==> src/hw/rtl/lst_pkg.sv <==
// lst_pkg: item types, action codes, sequencer states and default sizes
// for the linear set table. Used by every module of the block but lst_key_mem.
`default_nettype none

package lst_pkg;

  localparam int LST_CAPACITY  = 16;
  localparam int LST_KEY_WIDTH = 32;

  typedef struct packed {
    logic [2:0]  action;
    logic [31:0] key;
    logic [3:0]  entry_index;
  } lst_in_item_t;

  typedef struct packed {
    logic        ok;
    logic [31:0] entry_value;
    logic [4:0]  entry_count;
  } lst_out_item_t;

  localparam logic [2:0] ACT_INSERT   = 3'd0;
  localparam logic [2:0] ACT_ERASE    = 3'd1;
  localparam logic [2:0] ACT_CONTAINS = 3'd2;
  localparam logic [2:0] ACT_CLEAR    = 3'd3;
  localparam logic [2:0] ACT_READ     = 3'd4;

  typedef enum logic [2:0] {
    ST_IDLE,
    ST_SCAN_RD,
    ST_SCAN_CMP,
    ST_RESOLVE,
    ST_ENTRY_WAIT,
    ST_SHIFT_RD,
    ST_SHIFT_WR,
    ST_DONE
  } lst_state_t;

endpackage

`default_nettype wire

==> src/hw/rtl/lst_key_mem.sv <==
// lst_key_mem: key storage, one write port and one registered read port.
// Depends on nothing but its parameters.
`default_nettype none

module lst_key_mem #(
  parameter int DEPTH = 16,
  parameter int WIDTH = 32
) (
  input  wire logic                     clk,
  input  wire logic                     wr_en,
  input  wire logic [$clog2(DEPTH)-1:0] wr_addr,
  input  wire logic [WIDTH-1:0]         wr_data,
  input  wire logic [$clog2(DEPTH)-1:0] rd_addr,
  output logic      [WIDTH-1:0]         rd_data
);

  logic [WIDTH-1:0] mem [DEPTH];

  always_ff @(posedge clk) begin
    if (wr_en) begin
      mem[wr_addr] <= wr_data;
    end
  end

  always_ff @(posedge clk) begin
    rd_data <= mem[rd_addr];
  end

endmodule

`default_nettype wire

==> src/hw/rtl/lst_ctrl.sv <==
// lst_ctrl: sequencer with the shared key comparator, held count and the
// result register. Drives the key memory; uses lst_pkg.
`default_nettype none

module lst_ctrl
  import lst_pkg::*;
#(
  parameter int CAPACITY  = LST_CAPACITY,
  parameter int KEY_WIDTH = LST_KEY_WIDTH
) (
  input  wire logic                        clk,
  input  wire logic                        rst_n,
  input  wire logic                        in_valid,
  output logic                             in_stall,
  input  wire lst_in_item_t                in_item,
  output logic                             out_valid,
  input  wire logic                        out_stall,
  output lst_out_item_t                    out_item,
  output logic                             mem_wr_en,
  output logic [$clog2(CAPACITY)-1:0]      mem_wr_addr,
  output logic [KEY_WIDTH-1:0]             mem_wr_data,
  output logic [$clog2(CAPACITY)-1:0]      mem_rd_addr,
  input  wire logic [KEY_WIDTH-1:0]        mem_rd_data
);

  localparam int AW = $clog2(CAPACITY);
  localparam int CW = $clog2(CAPACITY + 1);

  lst_state_t      state_r, state_nxt;
  logic [2:0]      act_r, act_nxt;
  logic [KEY_WIDTH-1:0] key_r, key_nxt;
  logic [AW-1:0]   ptr_r, ptr_nxt;
  logic [CW-1:0]   count_r, count_nxt;
  logic            found_r, found_nxt;
  logic            res_ok_r, res_ok_nxt;
  logic [31:0]     res_val_r, res_val_nxt;
  logic            out_vld_r, out_vld_nxt;
  lst_out_item_t   out_item_r, out_item_nxt;

  logic            accept;
  logic            hit;
  logic            has_next;
  logic            has_next2;
  logic            idx_valid;
  logic            not_full;
  logic            out_free;
  logic [CW:0]     ptr_p1;
  logic [CW:0]     ptr_p2;
  logic [CW:0]     cnt_ext;

  assign in_stall  = (state_r != ST_IDLE);
  assign accept    = in_valid && (state_r == ST_IDLE);
  assign hit       = (mem_rd_data == key_r);
  assign ptr_p1    = (CW + 1)'(ptr_r) + (CW + 1)'(1);
  assign ptr_p2    = (CW + 1)'(ptr_r) + (CW + 1)'(2);
  assign cnt_ext   = (CW + 1)'(count_r);
  assign has_next  = (ptr_p1 < cnt_ext);
  assign has_next2 = (ptr_p2 < cnt_ext);
  assign idx_valid = ((CW + 4)'(in_item.entry_index) < (CW + 4)'(count_r));
  assign not_full  = (count_r < CW'(CAPACITY));
  assign out_free  = !out_vld_r || !out_stall;

  // next state
  always_comb begin
    state_nxt = state_r;
    case (state_r)
      ST_IDLE: begin
        if (accept) begin
          case (in_item.action)
            ACT_INSERT, ACT_ERASE, ACT_CONTAINS: begin
              state_nxt = (count_r == '0) ? ST_RESOLVE : ST_SCAN_RD;
            end
            ACT_READ: begin
              state_nxt = idx_valid ? ST_ENTRY_WAIT : ST_DONE;
            end
            default: state_nxt = ST_DONE;
          endcase
        end
      end
      ST_SCAN_RD:    state_nxt = ST_SCAN_CMP;
      ST_SCAN_CMP: begin
        state_nxt = (hit || !has_next) ? ST_RESOLVE : ST_SCAN_RD;
      end
      ST_RESOLVE: begin
        if (act_r == ACT_ERASE && found_r && has_next) begin
          state_nxt = ST_SHIFT_RD;
        end else begin
          state_nxt = ST_DONE;
        end
      end
      ST_ENTRY_WAIT: state_nxt = ST_DONE;
      ST_SHIFT_RD:   state_nxt = ST_SHIFT_WR;
      ST_SHIFT_WR: begin
        state_nxt = has_next2 ? ST_SHIFT_RD : ST_DONE;
      end
      ST_DONE: begin
        if (out_free) begin
          state_nxt = ST_IDLE;
        end
      end
      default: state_nxt = ST_IDLE;
    endcase
  end

  // datapath and memory control
  always_comb begin
    act_nxt      = act_r;
    key_nxt      = key_r;
    ptr_nxt      = ptr_r;
    count_nxt    = count_r;
    found_nxt    = found_r;
    res_ok_nxt   = res_ok_r;
    res_val_nxt  = res_val_r;
    out_vld_nxt  = out_vld_r && out_stall;
    out_item_nxt = out_item_r;
    mem_wr_en    = 1'b0;
    mem_wr_addr  = ptr_r;
    mem_wr_data  = key_r;
    mem_rd_addr  = ptr_r;
    case (state_r)
      ST_IDLE: begin
        mem_rd_addr = AW'(in_item.entry_index);
        if (accept) begin
          act_nxt     = in_item.action;
          key_nxt     = KEY_WIDTH'(in_item.key);
          ptr_nxt     = '0;
          found_nxt   = 1'b0;
          res_ok_nxt  = 1'b0;
          res_val_nxt = '0;
          if (in_item.action == ACT_CLEAR) begin
            count_nxt  = '0;
            res_ok_nxt = 1'b1;
          end
        end
      end
      ST_SCAN_CMP: begin
        if (hit) begin
          found_nxt = 1'b1;
        end else if (has_next) begin
          ptr_nxt = ptr_r + AW'(1);
        end
      end
      ST_RESOLVE: begin
        case (act_r)
          ACT_INSERT: begin
            if (found_r) begin
              res_ok_nxt = 1'b1;
            end else if (not_full) begin
              mem_wr_en   = 1'b1;
              mem_wr_addr = AW'(count_r);
              count_nxt   = count_r + CW'(1);
              res_ok_nxt  = 1'b1;
            end
          end
          ACT_ERASE: begin
            // last entry matched: nothing to shift
            if (found_r && !has_next) begin
              count_nxt  = count_r - CW'(1);
              res_ok_nxt = 1'b1;
            end
          end
          ACT_CONTAINS: res_ok_nxt = found_r;
          default: ;
        endcase
      end
      ST_ENTRY_WAIT: begin
        res_ok_nxt  = 1'b1;
        res_val_nxt = 32'(mem_rd_data);
      end
      ST_SHIFT_RD: begin
        mem_rd_addr = ptr_r + AW'(1);
      end
      ST_SHIFT_WR: begin
        // move the later entry down one place
        mem_wr_en   = 1'b1;
        mem_wr_data = mem_rd_data;
        if (has_next2) begin
          ptr_nxt = ptr_r + AW'(1);
        end else begin
          count_nxt  = count_r - CW'(1);
          res_ok_nxt = 1'b1;
        end
      end
      ST_DONE: begin
        if (out_free) begin
          out_vld_nxt              = 1'b1;
          out_item_nxt.ok          = res_ok_r;
          out_item_nxt.entry_value = res_val_r;
          out_item_nxt.entry_count = 5'(count_r);
        end
      end
      default: ;
    endcase
  end

  always_ff @(posedge clk) begin
    if (!rst_n) begin
      state_r   <= ST_IDLE;
      count_r   <= '0;
      out_vld_r <= 1'b0;
    end else begin
      state_r   <= state_nxt;
      count_r   <= count_nxt;
      out_vld_r <= out_vld_nxt;
    end
  end

  always_ff @(posedge clk) begin
    act_r      <= act_nxt;
    key_r      <= key_nxt;
    ptr_r      <= ptr_nxt;
    found_r    <= found_nxt;
    res_ok_r   <= res_ok_nxt;
    res_val_r  <= res_val_nxt;
    out_item_r <= out_item_nxt;
  end

  assign out_valid = out_vld_r;
  assign out_item  = out_item_r;

endmodule

`default_nettype wire

==> src/hw/rtl/linear_set_table_top.sv <==
// linear_set_table_top: set of distinct keys held as an ordered list.
// Channels: in_valid/in_stall/in_item carry one action with its key and
// index; out_valid/out_stall/out_item return exactly one result per item.
// Every result carries the number of keys held after the action.
// One item is worked at a time; in_stall is high from acceptance until the
// result has been loaded into the output register, which then frees the
// input side while the result waits to be taken.
// Path per item: clear, unused codes and reads past the end go straight to
// the result; a read waits on the key memory; contains, insert and erase
// scan the held entries. The pace is set by the single read port of the key
// memory: a scan reads and compares one entry in ST_SCAN_RD then ST_SCAN_CMP,
// and erase compaction reads and rewrites one entry in ST_SHIFT_RD then
// ST_SHIFT_WR, so an erase visits each held entry once, scanned or shifted.
// Reset (rst_n low, synchronous) empties the list at once; key storage is
// not cleared, since no entry is read before it has been written.
// While out_stall holds a result, the block finishes the next item and then
// waits with its result until the output register is free.
`default_nettype none

module linear_set_table_top
  import lst_pkg::*;
#(
  parameter int CAPACITY  = LST_CAPACITY,
  parameter int KEY_WIDTH = LST_KEY_WIDTH
) (
  input  wire logic          clk,
  input  wire logic          rst_n,
  input  wire logic          in_valid,
  output logic               in_stall,
  input  wire lst_in_item_t  in_item,
  output logic               out_valid,
  input  wire logic          out_stall,
  output lst_out_item_t      out_item
);

  localparam int AW = $clog2(CAPACITY);

  logic                 mem_wr_en;
  logic [AW-1:0]        mem_wr_addr;
  logic [KEY_WIDTH-1:0] mem_wr_data;
  logic [AW-1:0]        mem_rd_addr;
  logic [KEY_WIDTH-1:0] mem_rd_data;

  lst_ctrl #(
    .CAPACITY  (CAPACITY),
    .KEY_WIDTH (KEY_WIDTH)
  ) u_ctrl (
    .clk         (clk),
    .rst_n       (rst_n),
    .in_valid    (in_valid),
    .in_stall    (in_stall),
    .in_item     (in_item),
    .out_valid   (out_valid),
    .out_stall   (out_stall),
    .out_item    (out_item),
    .mem_wr_en   (mem_wr_en),
    .mem_wr_addr (mem_wr_addr),
    .mem_wr_data (mem_wr_data),
    .mem_rd_addr (mem_rd_addr),
    .mem_rd_data (mem_rd_data)
  );

  lst_key_mem #(
    .DEPTH (CAPACITY),
    .WIDTH (KEY_WIDTH)
  ) u_key_mem (
    .clk     (clk),
    .wr_en   (mem_wr_en),
    .wr_addr (mem_wr_addr),
    .wr_data (mem_wr_data),
    .rd_addr (mem_rd_addr),
    .rd_data (mem_rd_data)
  );

endmodule

`default_nettype wire

==> config.mk <==
export PLATFORM = sky130hd
export DESIGN_NAME = linear_set_table_top
export DESIGN_NICKNAME = d
export VERILOG_FILES = /design/src/hw/rtl/lst_pkg.sv /design/src/hw/rtl/lst_key_mem.sv /design/src/hw/rtl/lst_ctrl.sv /design/src/hw/rtl/linear_set_table_top.sv
export SDC_FILE = /design/constraint.sdc
export NUM_CORES = 1
export LEC_CHECK = 0
export BUFFER_PORTS_ARGS = -buffer_cell sky130_fd_sc_hd__buf_2
export CAP_MARGIN = 20
export CORE_MARGIN = 2
export CORE_UTILIZATION = 25
export DETAILED_ROUTE_END_ITERATION = 8
export MAX_ROUTING_LAYER = met4
export REMOVE_ABC_BUFFERS = 1
export SLEW_MARGIN = 20
export SYNTH_ARGS = -nofsm -noshare
export SYNTH_HDL_FRONTEND = slang
export SYNTH_SLANG_ARGS = --single-unit
==> constraint.sdc <==
create_clock -name clk -period 3 [get_ports clk]
set_input_delay 0.3 -clock clk [delete_from_list [all_inputs] [get_ports clk]]
set_output_delay 0.3 -clock clk [all_outputs]
set_load 0.02 [all_outputs]
# ---- Word level (Yosys, flattened, before mapping)
# Memory sizes are Yosys's and may differ from the RTL's. A register that Yosys moved wholly into a read port is not among the register bits.
# Cells that the tools add are included.
# Widths: inputs -> output; s select.
dict set report op_classes {
  n_reduce_logical 29
  magnitude_cmp 4
  n_mux 49
  add_sub_neg 5
  n_eq_ne 28
}
# op n
set op_table {}
lappend op_table {{$mux 32} 2}
lappend op_table {{$pmux 32 s2} 1}
lappend op_table {{$eq 32x32->1} 1}
lappend op_table {{$mux 4} 8}
lappend op_table {{$mux 5} 6}
lappend op_table {{$pmux 3 s8} 1}
lappend op_table {{$eq 3x2->1 const B} 5}
lappend op_table {{$eq 3x3->1 const B} 5}
lappend op_table {{$mux 1} 15}
lappend op_table {{$pmux 5 s3} 1}
lappend op_table {{$lt 6x5->1} 2}
lappend op_table {{$pmux 4 s3} 1}
lappend op_table {{$mux 2} 5}
lappend op_table {{$ne 2x1->1 const B} 5}
lappend op_table {{$pmux 5 s2} 1}
lappend op_table {{$eq 3x1->1 const B} 3}
lappend op_table {{$logic_not 3->1} 3}
lappend op_table {{$reduce_bool 3->1} 3}
lappend op_table {{$pmux 4 s2} 1}
lappend op_table {{$reduce_and 2->1} 4}
lappend op_table {{$reduce_and 8->1} 1}
lappend op_table {{$mux 3} 2}
lappend op_table {{$ne 2x2->1 const B} 3}
lappend op_table {{$ne 3x2->1 const B} 2}
lappend op_table {{other kinds (24)} 34}
dict set report word_totals {
  register_bits 120
  input_bits 43
  ramBits 512
  elab_cells 128
  mem_count 1
}
# memory words width read_ports rd_ports_with_merged_regs write_ports line
set memory_table {}
lappend memory_table {u_key_mem.mem 16 32 1 1 1 lst_key_mem.sv:17} ;# logic [WIDTH-1:0] mem [DEPTH];

# ---- Logic depth before layout (Yosys ltp)
dict set report depth {
  ltp_word 7
  depth_mapped 10
}

# ---- Modules after synthesis
# From an unflattened synthesis, not the netlist that was laid out.
dict set report unflattened {
  cells_unflattened 1258
  area_unflattened_um2 25555.8
}
# module n_inst cells_per_inst area_each_um2 seq_area_each_um2
set by_module_without_submodules {}
lappend by_module_without_submodules {lst_key_mem 1 838 19835.3 16015.4}
lappend by_module_without_submodules {lst_ctrl 1 420 5720.5 3513.4}

# ---- Least setup slack after synthesis
# No wires, ideal clock.
dict set report synth_timing {
  path_type {reg-to-reg}
  start {register u_ctrl.state_r[0]}
  end {memory u_key_mem.mem[11][0] (enable)}
  n_path_buf 2
  path_stages_with_launch 8
  slack_ns -0.283
  required_time_ns 2.579
  synth_period_minus_slack_ns 3.283
  setup_time_ns 0.421
  t_arrival_ns 2.862
  path_cell_list {dfxtp_1 > buf_4 > buf_2 > nand2b_1 > nor2_1 > and3_1 > a31oi_1 > nor2_1}
}
dict set report synth_via {
  elab_chain_cells 4
}
# item line
set synth_lines {}
lappend synth_lines {{start: declaration} lst_ctrl.sv:29} ;# lst_state_t state_r, state_nxt;
lappend synth_lines {{start signal: assignment} lst_ctrl.sv:202} ;# state_r <= state_nxt;
lappend synth_lines {{$eq 3x3->1 / $eq 3x2->1 (equally long branches)} lst_ctrl.sv:120} ;# case (state_r)
lappend synth_lines {{$pmux 1 s2} lst_ctrl.sv:120}
lappend synth_lines {{$mux 1} lst_key_mem.sv:20} ;# if (wr_en) begin
lappend synth_lines {{$mux 1 (implied by the code)} lst_key_mem.sv:21} ;# mem[wr_addr] <= wr_data;
lappend synth_lines {{end: declaration} lst_key_mem.sv:17}
# Parallel ways exist; a longest one is shown, timed or not.

# ---- Final worst setup path
dict set report layout_timing {
  start {register u_ctrl.key_r[30]}
  end {register u_ctrl.ptr_r[1] (enable)}
}
dict set report layout_via {
  elab_chain_cells 3
}
# item line
set layout_lines {}
lappend layout_lines {{start: declaration} lst_ctrl.sv:31} ;# logic [KEY_WIDTH-1:0] key_r, key_nxt;
lappend layout_lines {{start signal: assignment} lst_ctrl.sv:210} ;# key_r <= key_nxt;
lappend layout_lines {{$eq 32x32->1} lst_ctrl.sv:53} ;# assign hit = (mem_rd_data == key_r);
lappend layout_lines {{$ne 2x2->1 (no line)} n/a}
lappend layout_lines {{$reduce_and 5->1 (no line)} n/a}
lappend layout_lines {{end signal: assignment} lst_ctrl.sv:211} ;# ptr_r <= ptr_nxt;
lappend layout_lines {{end: declaration} lst_ctrl.sv:32} ;# logic [AW-1:0] ptr_r, ptr_nxt;
# Every way passes these cells.
# A chain may end at the register's enable or synchronous reset.

==> run_results.csv <==
group,metric,value,unit
placed_design,placed_cell_area,28800,um2
clock_network,cts_buffers,70,
synth,yosysWarnings,0,
setup_path,r2r_slack,160,ps
sta,setup_viol,0,
sta,setup_ws,164,ps
clock_network,clk_latency,620,ps
detailed_routing,drt_pre_antenna_iters,5,
synth,synth_area_leaders,"edfxtp_1 (72%), nand2_1 (5.4%), mux2i_1 (4.9%)",
clock_network,holdBufCountCts,36,
synth,dominantRegCellSynth,"edfxtp_1",
synth,synth_seq_cells,664,
sta,drv_slew,0,
clock_network,cts_setup_buffers,0,
clock_network,h-tree-depth,3,
setup_path,crit_fanout,4,
die,fp.dieW,326,um
synth,synth_xor_area_share,1.18,%
detailed_routing,ant_nets,0,
synth,post-synth-top-area-fraction,72.0,%
pwr,ir_drop,575,uV
outcome,status,"finished, final reports clean",
finish,mostFrequentLayoutCells,"edfxtp_1 (623), nand2_1 (370), a32oi_1 (130)",
clock_network,cts_tree,"done",
pwr,p_int,18.2,mW
sta,hold_viol,0,
synth,yosysUniqueCellTypes,63,
placed_design,dp_hpwl,39.0,mm
pwr,p_per_area,838,nW/um2
synth,synth_top_area_cell,"edfxtp_1",
setup_path,end_kind,"register",
setup_path,r2r_cells,7,
global_route,gr-usage-all-layers,13.5,%
clock_network,cts.sinks,664,
synth,synthAdderAreaFrac,0.722,%
detailed_routing,via_count,15700,
die,die-area,107000,um2
global_route,grt_pass1_vias,15200,
clock_network,cts_resized,0,
sta,fin_crit_sh,94.5,%
global_route,antenna_found_initial,3,
sta,maxSlewHeadroom,25.6,%
finish,drive_gt1_share,15.5,%
synth,synth_compound_area_share,6.40,%
pwr,pwr-share-seq,43.7,%
die,die_y,326,um
sta,rsz0062_at_grt,"no",
sta,finalCriticalPeriod,2840,ps
die,rows,118,
clock_network,clock_path_buffers,3,
detailed_routing,wirelength,71.4,mm
finish,syn2layout_area_growth,21.0,%
pwr,p_total,26.3,mW
detailed_routing,drt_iter0_drc,1762,
synth,synth_simple_gate_area_share,9.82,%
run,drv_cap,0,
setup_path,critPathLaunch,"u_ctrl.key_r[30]$_DFFE_PP_",
pwr,switching_share,31.0,%
sta,finClkSkew,32.4,ps
die,initial_utilization,25.2,%
setup_path,worstSetupPathType,"register to register",
synth,avgSynthCellArea,15.3,um2
setup_path,crit_chain,"xnor2_1 -> nand4_1 -> nor4_1 -> nand4_1 -> nand2_1 -> nor3_1 -> buf_4",
detailed_routing,via_per_inst,4.74,
synth,synth-edff-count,623,
finish,layout_commonest_cell,"edfxtp_1",
die,fp.coreArea,103000,um2
sta,tightest_slew,1110,ps
sta,max_freq,353,MHz
setup_path,crit_path_start_kind,"register",
synth,ys_seq_area_share,75.1,%
setup_path,cpPeakStageDelay,510,ps
detailed_routing,drc_errors,0,
clock_network,cts-root-buf,"clkbuf_16",
setup_path,endpoint,"u_ctrl.ptr_r[1]$_SDFFCE_PN0P_",
setup_path,arrival,3220,ps
setup_path,r2r_start,"u_ctrl.key_r[30]$_DFFE_PP_",
setup_path,r2r_end,"u_ctrl.ptr_r[1]$_SDFFCE_PN0P_",
finish,finalInstanceArea,31400,um2
pwr,combPwrFrac,24.2,%
placed_design,port_buffers,82,
synth,netlist_area,26000,um2
placed_design,place_congestion,0.875,
worst_hold_path,holdPathStages,2,
pwr,clock_power_share,32.1,%
worst_hold_path,hold_class,"input port to register",
die,io_pins,83,
setup_path,cp.required,3390,ps
synth,synth_top_family_by_area,"simple AND/OR/NAND/NOR gates",
finish,nets,1922,
pwr,p_switching,8.16,mW
setup_path,critPathMostFrequentCell,"nand4_1",
global_route,grt_pass1_wl,103,mm
global_route,grt_overflow_total,0,
synth,syn_inst,1695,
synth,async_reset_ff_share,0,%
clock_network,path_clk_slew,60,ps
placed_design,dp_slack,45.1,ps
detailed_routing,wl_per_cell,21.6,um
global_route,grt_max_degree,71,
pwr,p_leak,10.5,nW
synth,synthMuxAreaShare,4.93,%
setup_path,slowest_stage,"edfxtp_1",
==> how the worst min path moves through the flow <==
stage,slack [ps],start,end
floorplan,400,in_item[36],u_ctrl.act_r[0]$_DFFE_PP_
global placement,410,u_ctrl.res_val_r[10]$_SDFFCE_PN0P_,u_ctrl.out_item[15]$_DFFE_PP_
detailed placement,400,u_ctrl.res_val_r[22]$_SDFFCE_PN0P_,u_ctrl.out_item[27]$_DFFE_PP_
CTS,4,rst_n,u_ctrl.count_r[3]$_SDFFE_PN0P_
global route,40,rst_n,u_ctrl.count_r[3]$_SDFFE_PN0P_
finish,40,rst_n,u_ctrl.count_r[3]$_SDFFE_PN0P_
==> power by group through the flow <==
stage / Sequential [mW] / Combinational, mW / Clock (mW)
after global placement: 11.7 / 6.17 / 0
after global routing: 11.6 / 6.87 / 9.01
final: 11.5 / 6.38 / 8.47
after detailed placement: 11.7 / 6.30 / 0
after floorplan: 11.6 / 3.52 / 0
after CTS: 11.5 / 6.38 / 8.65
==> registers in the layout, indices dropped and copies added, names as in the netlist <==
| register | flops |
|---|---|
| u_key_mem.mem | 512 |
| u_ctrl.out_item | 38 |
| u_ctrl.key_r | 32 |
| u_ctrl.res_val_r | 32 |
| u_key_mem.rd_data | 32 |
| u_ctrl.count_r | 5 |
| u_ctrl.ptr_r | 4 |
| u_ctrl.act_r | 3 |
| u_ctrl.state_r | 3 |
| u_ctrl.found_r | 1 |
| u_ctrl.out_valid | 1 |
| u_ctrl.res_ok_r | 1 |
==> area by class of cell <==
class | instances | area [um2]
sequential | 664 | 19500
fill | 10200 | 71900
antenna | 2 | 5.00
clock inverter | 36 | 359
multi-input combinational | 927 | 6170
tap | 1380 | 1730
inverter | 12 | 45.0
timing repair buffer | 189 | 1700
clock buffer | 92 | 1910
==> Yosys cell counts (11+ instances only) <==
library cell	instances
o21ai_0	13
dfxtp_1	41
a32oi_1	130
ha_1	15
mux2i_1	128
inv_1	12
clkbuf_1	38
nor2_1	35
nand2_1	372
xnor2_1	31
a21oi_1	11
and3_1	41
edfxtp_1	623
and4_1	32
buf_2	43
==> metrics by stage <==
| stage | hold slack (ps) | utilization [%] | cells | setup TNS (ps) |
|---|---|---|---|---|
| 2_1_floorplan | 399 | - | 1603 | -812460 |
| 3_3_place_gp | 407 | 27.9 | 3136 | -261 |
| 3_5_place_dp | 405 | 27.9 | 3136 | 0 |
| 4_1_cts | 4.07 | 30.4 | 3300 | 0 |
| 5_1_grt | 35.1 | 30.4 | 3301 | 0 |
| 6_report | 45.0 | 30.4 | 3302 | 0 |
==> worst max-delay path: cells and delay by family (launching register included) <==
family	cells	cell delay, ps
AND/OR/NAND/NOR	5	1620
flip-flops	1	510
XOR/XNOR	1	310
buffers and inverters	1	160
==> kinds of logic after synthesis <==
logic type,count (synthesis)
flip-flops,664
AND/OR/NAND/NOR,547
AO/OA/AOI/OAI,202
multiplexers,128
buffers and inverters,104
XOR/XNOR,35
adder cells (fa/ha/maj),15
==> layer usage <==
| metal | global-route usage (%) | wire length (um) | share of wire [%] |
|---|---|---|---|
| met1 | 18.3 | 30700 | 43 |
| met2 | 20.0 | 32500 | 46 |
| met3 | 2.98 | 6370 | 8.9 |
| met5 | - | 0 | 0 |
| met4 | 4.20 | 1830 | 2.6 |
Power figures use the tool's default switching activity.
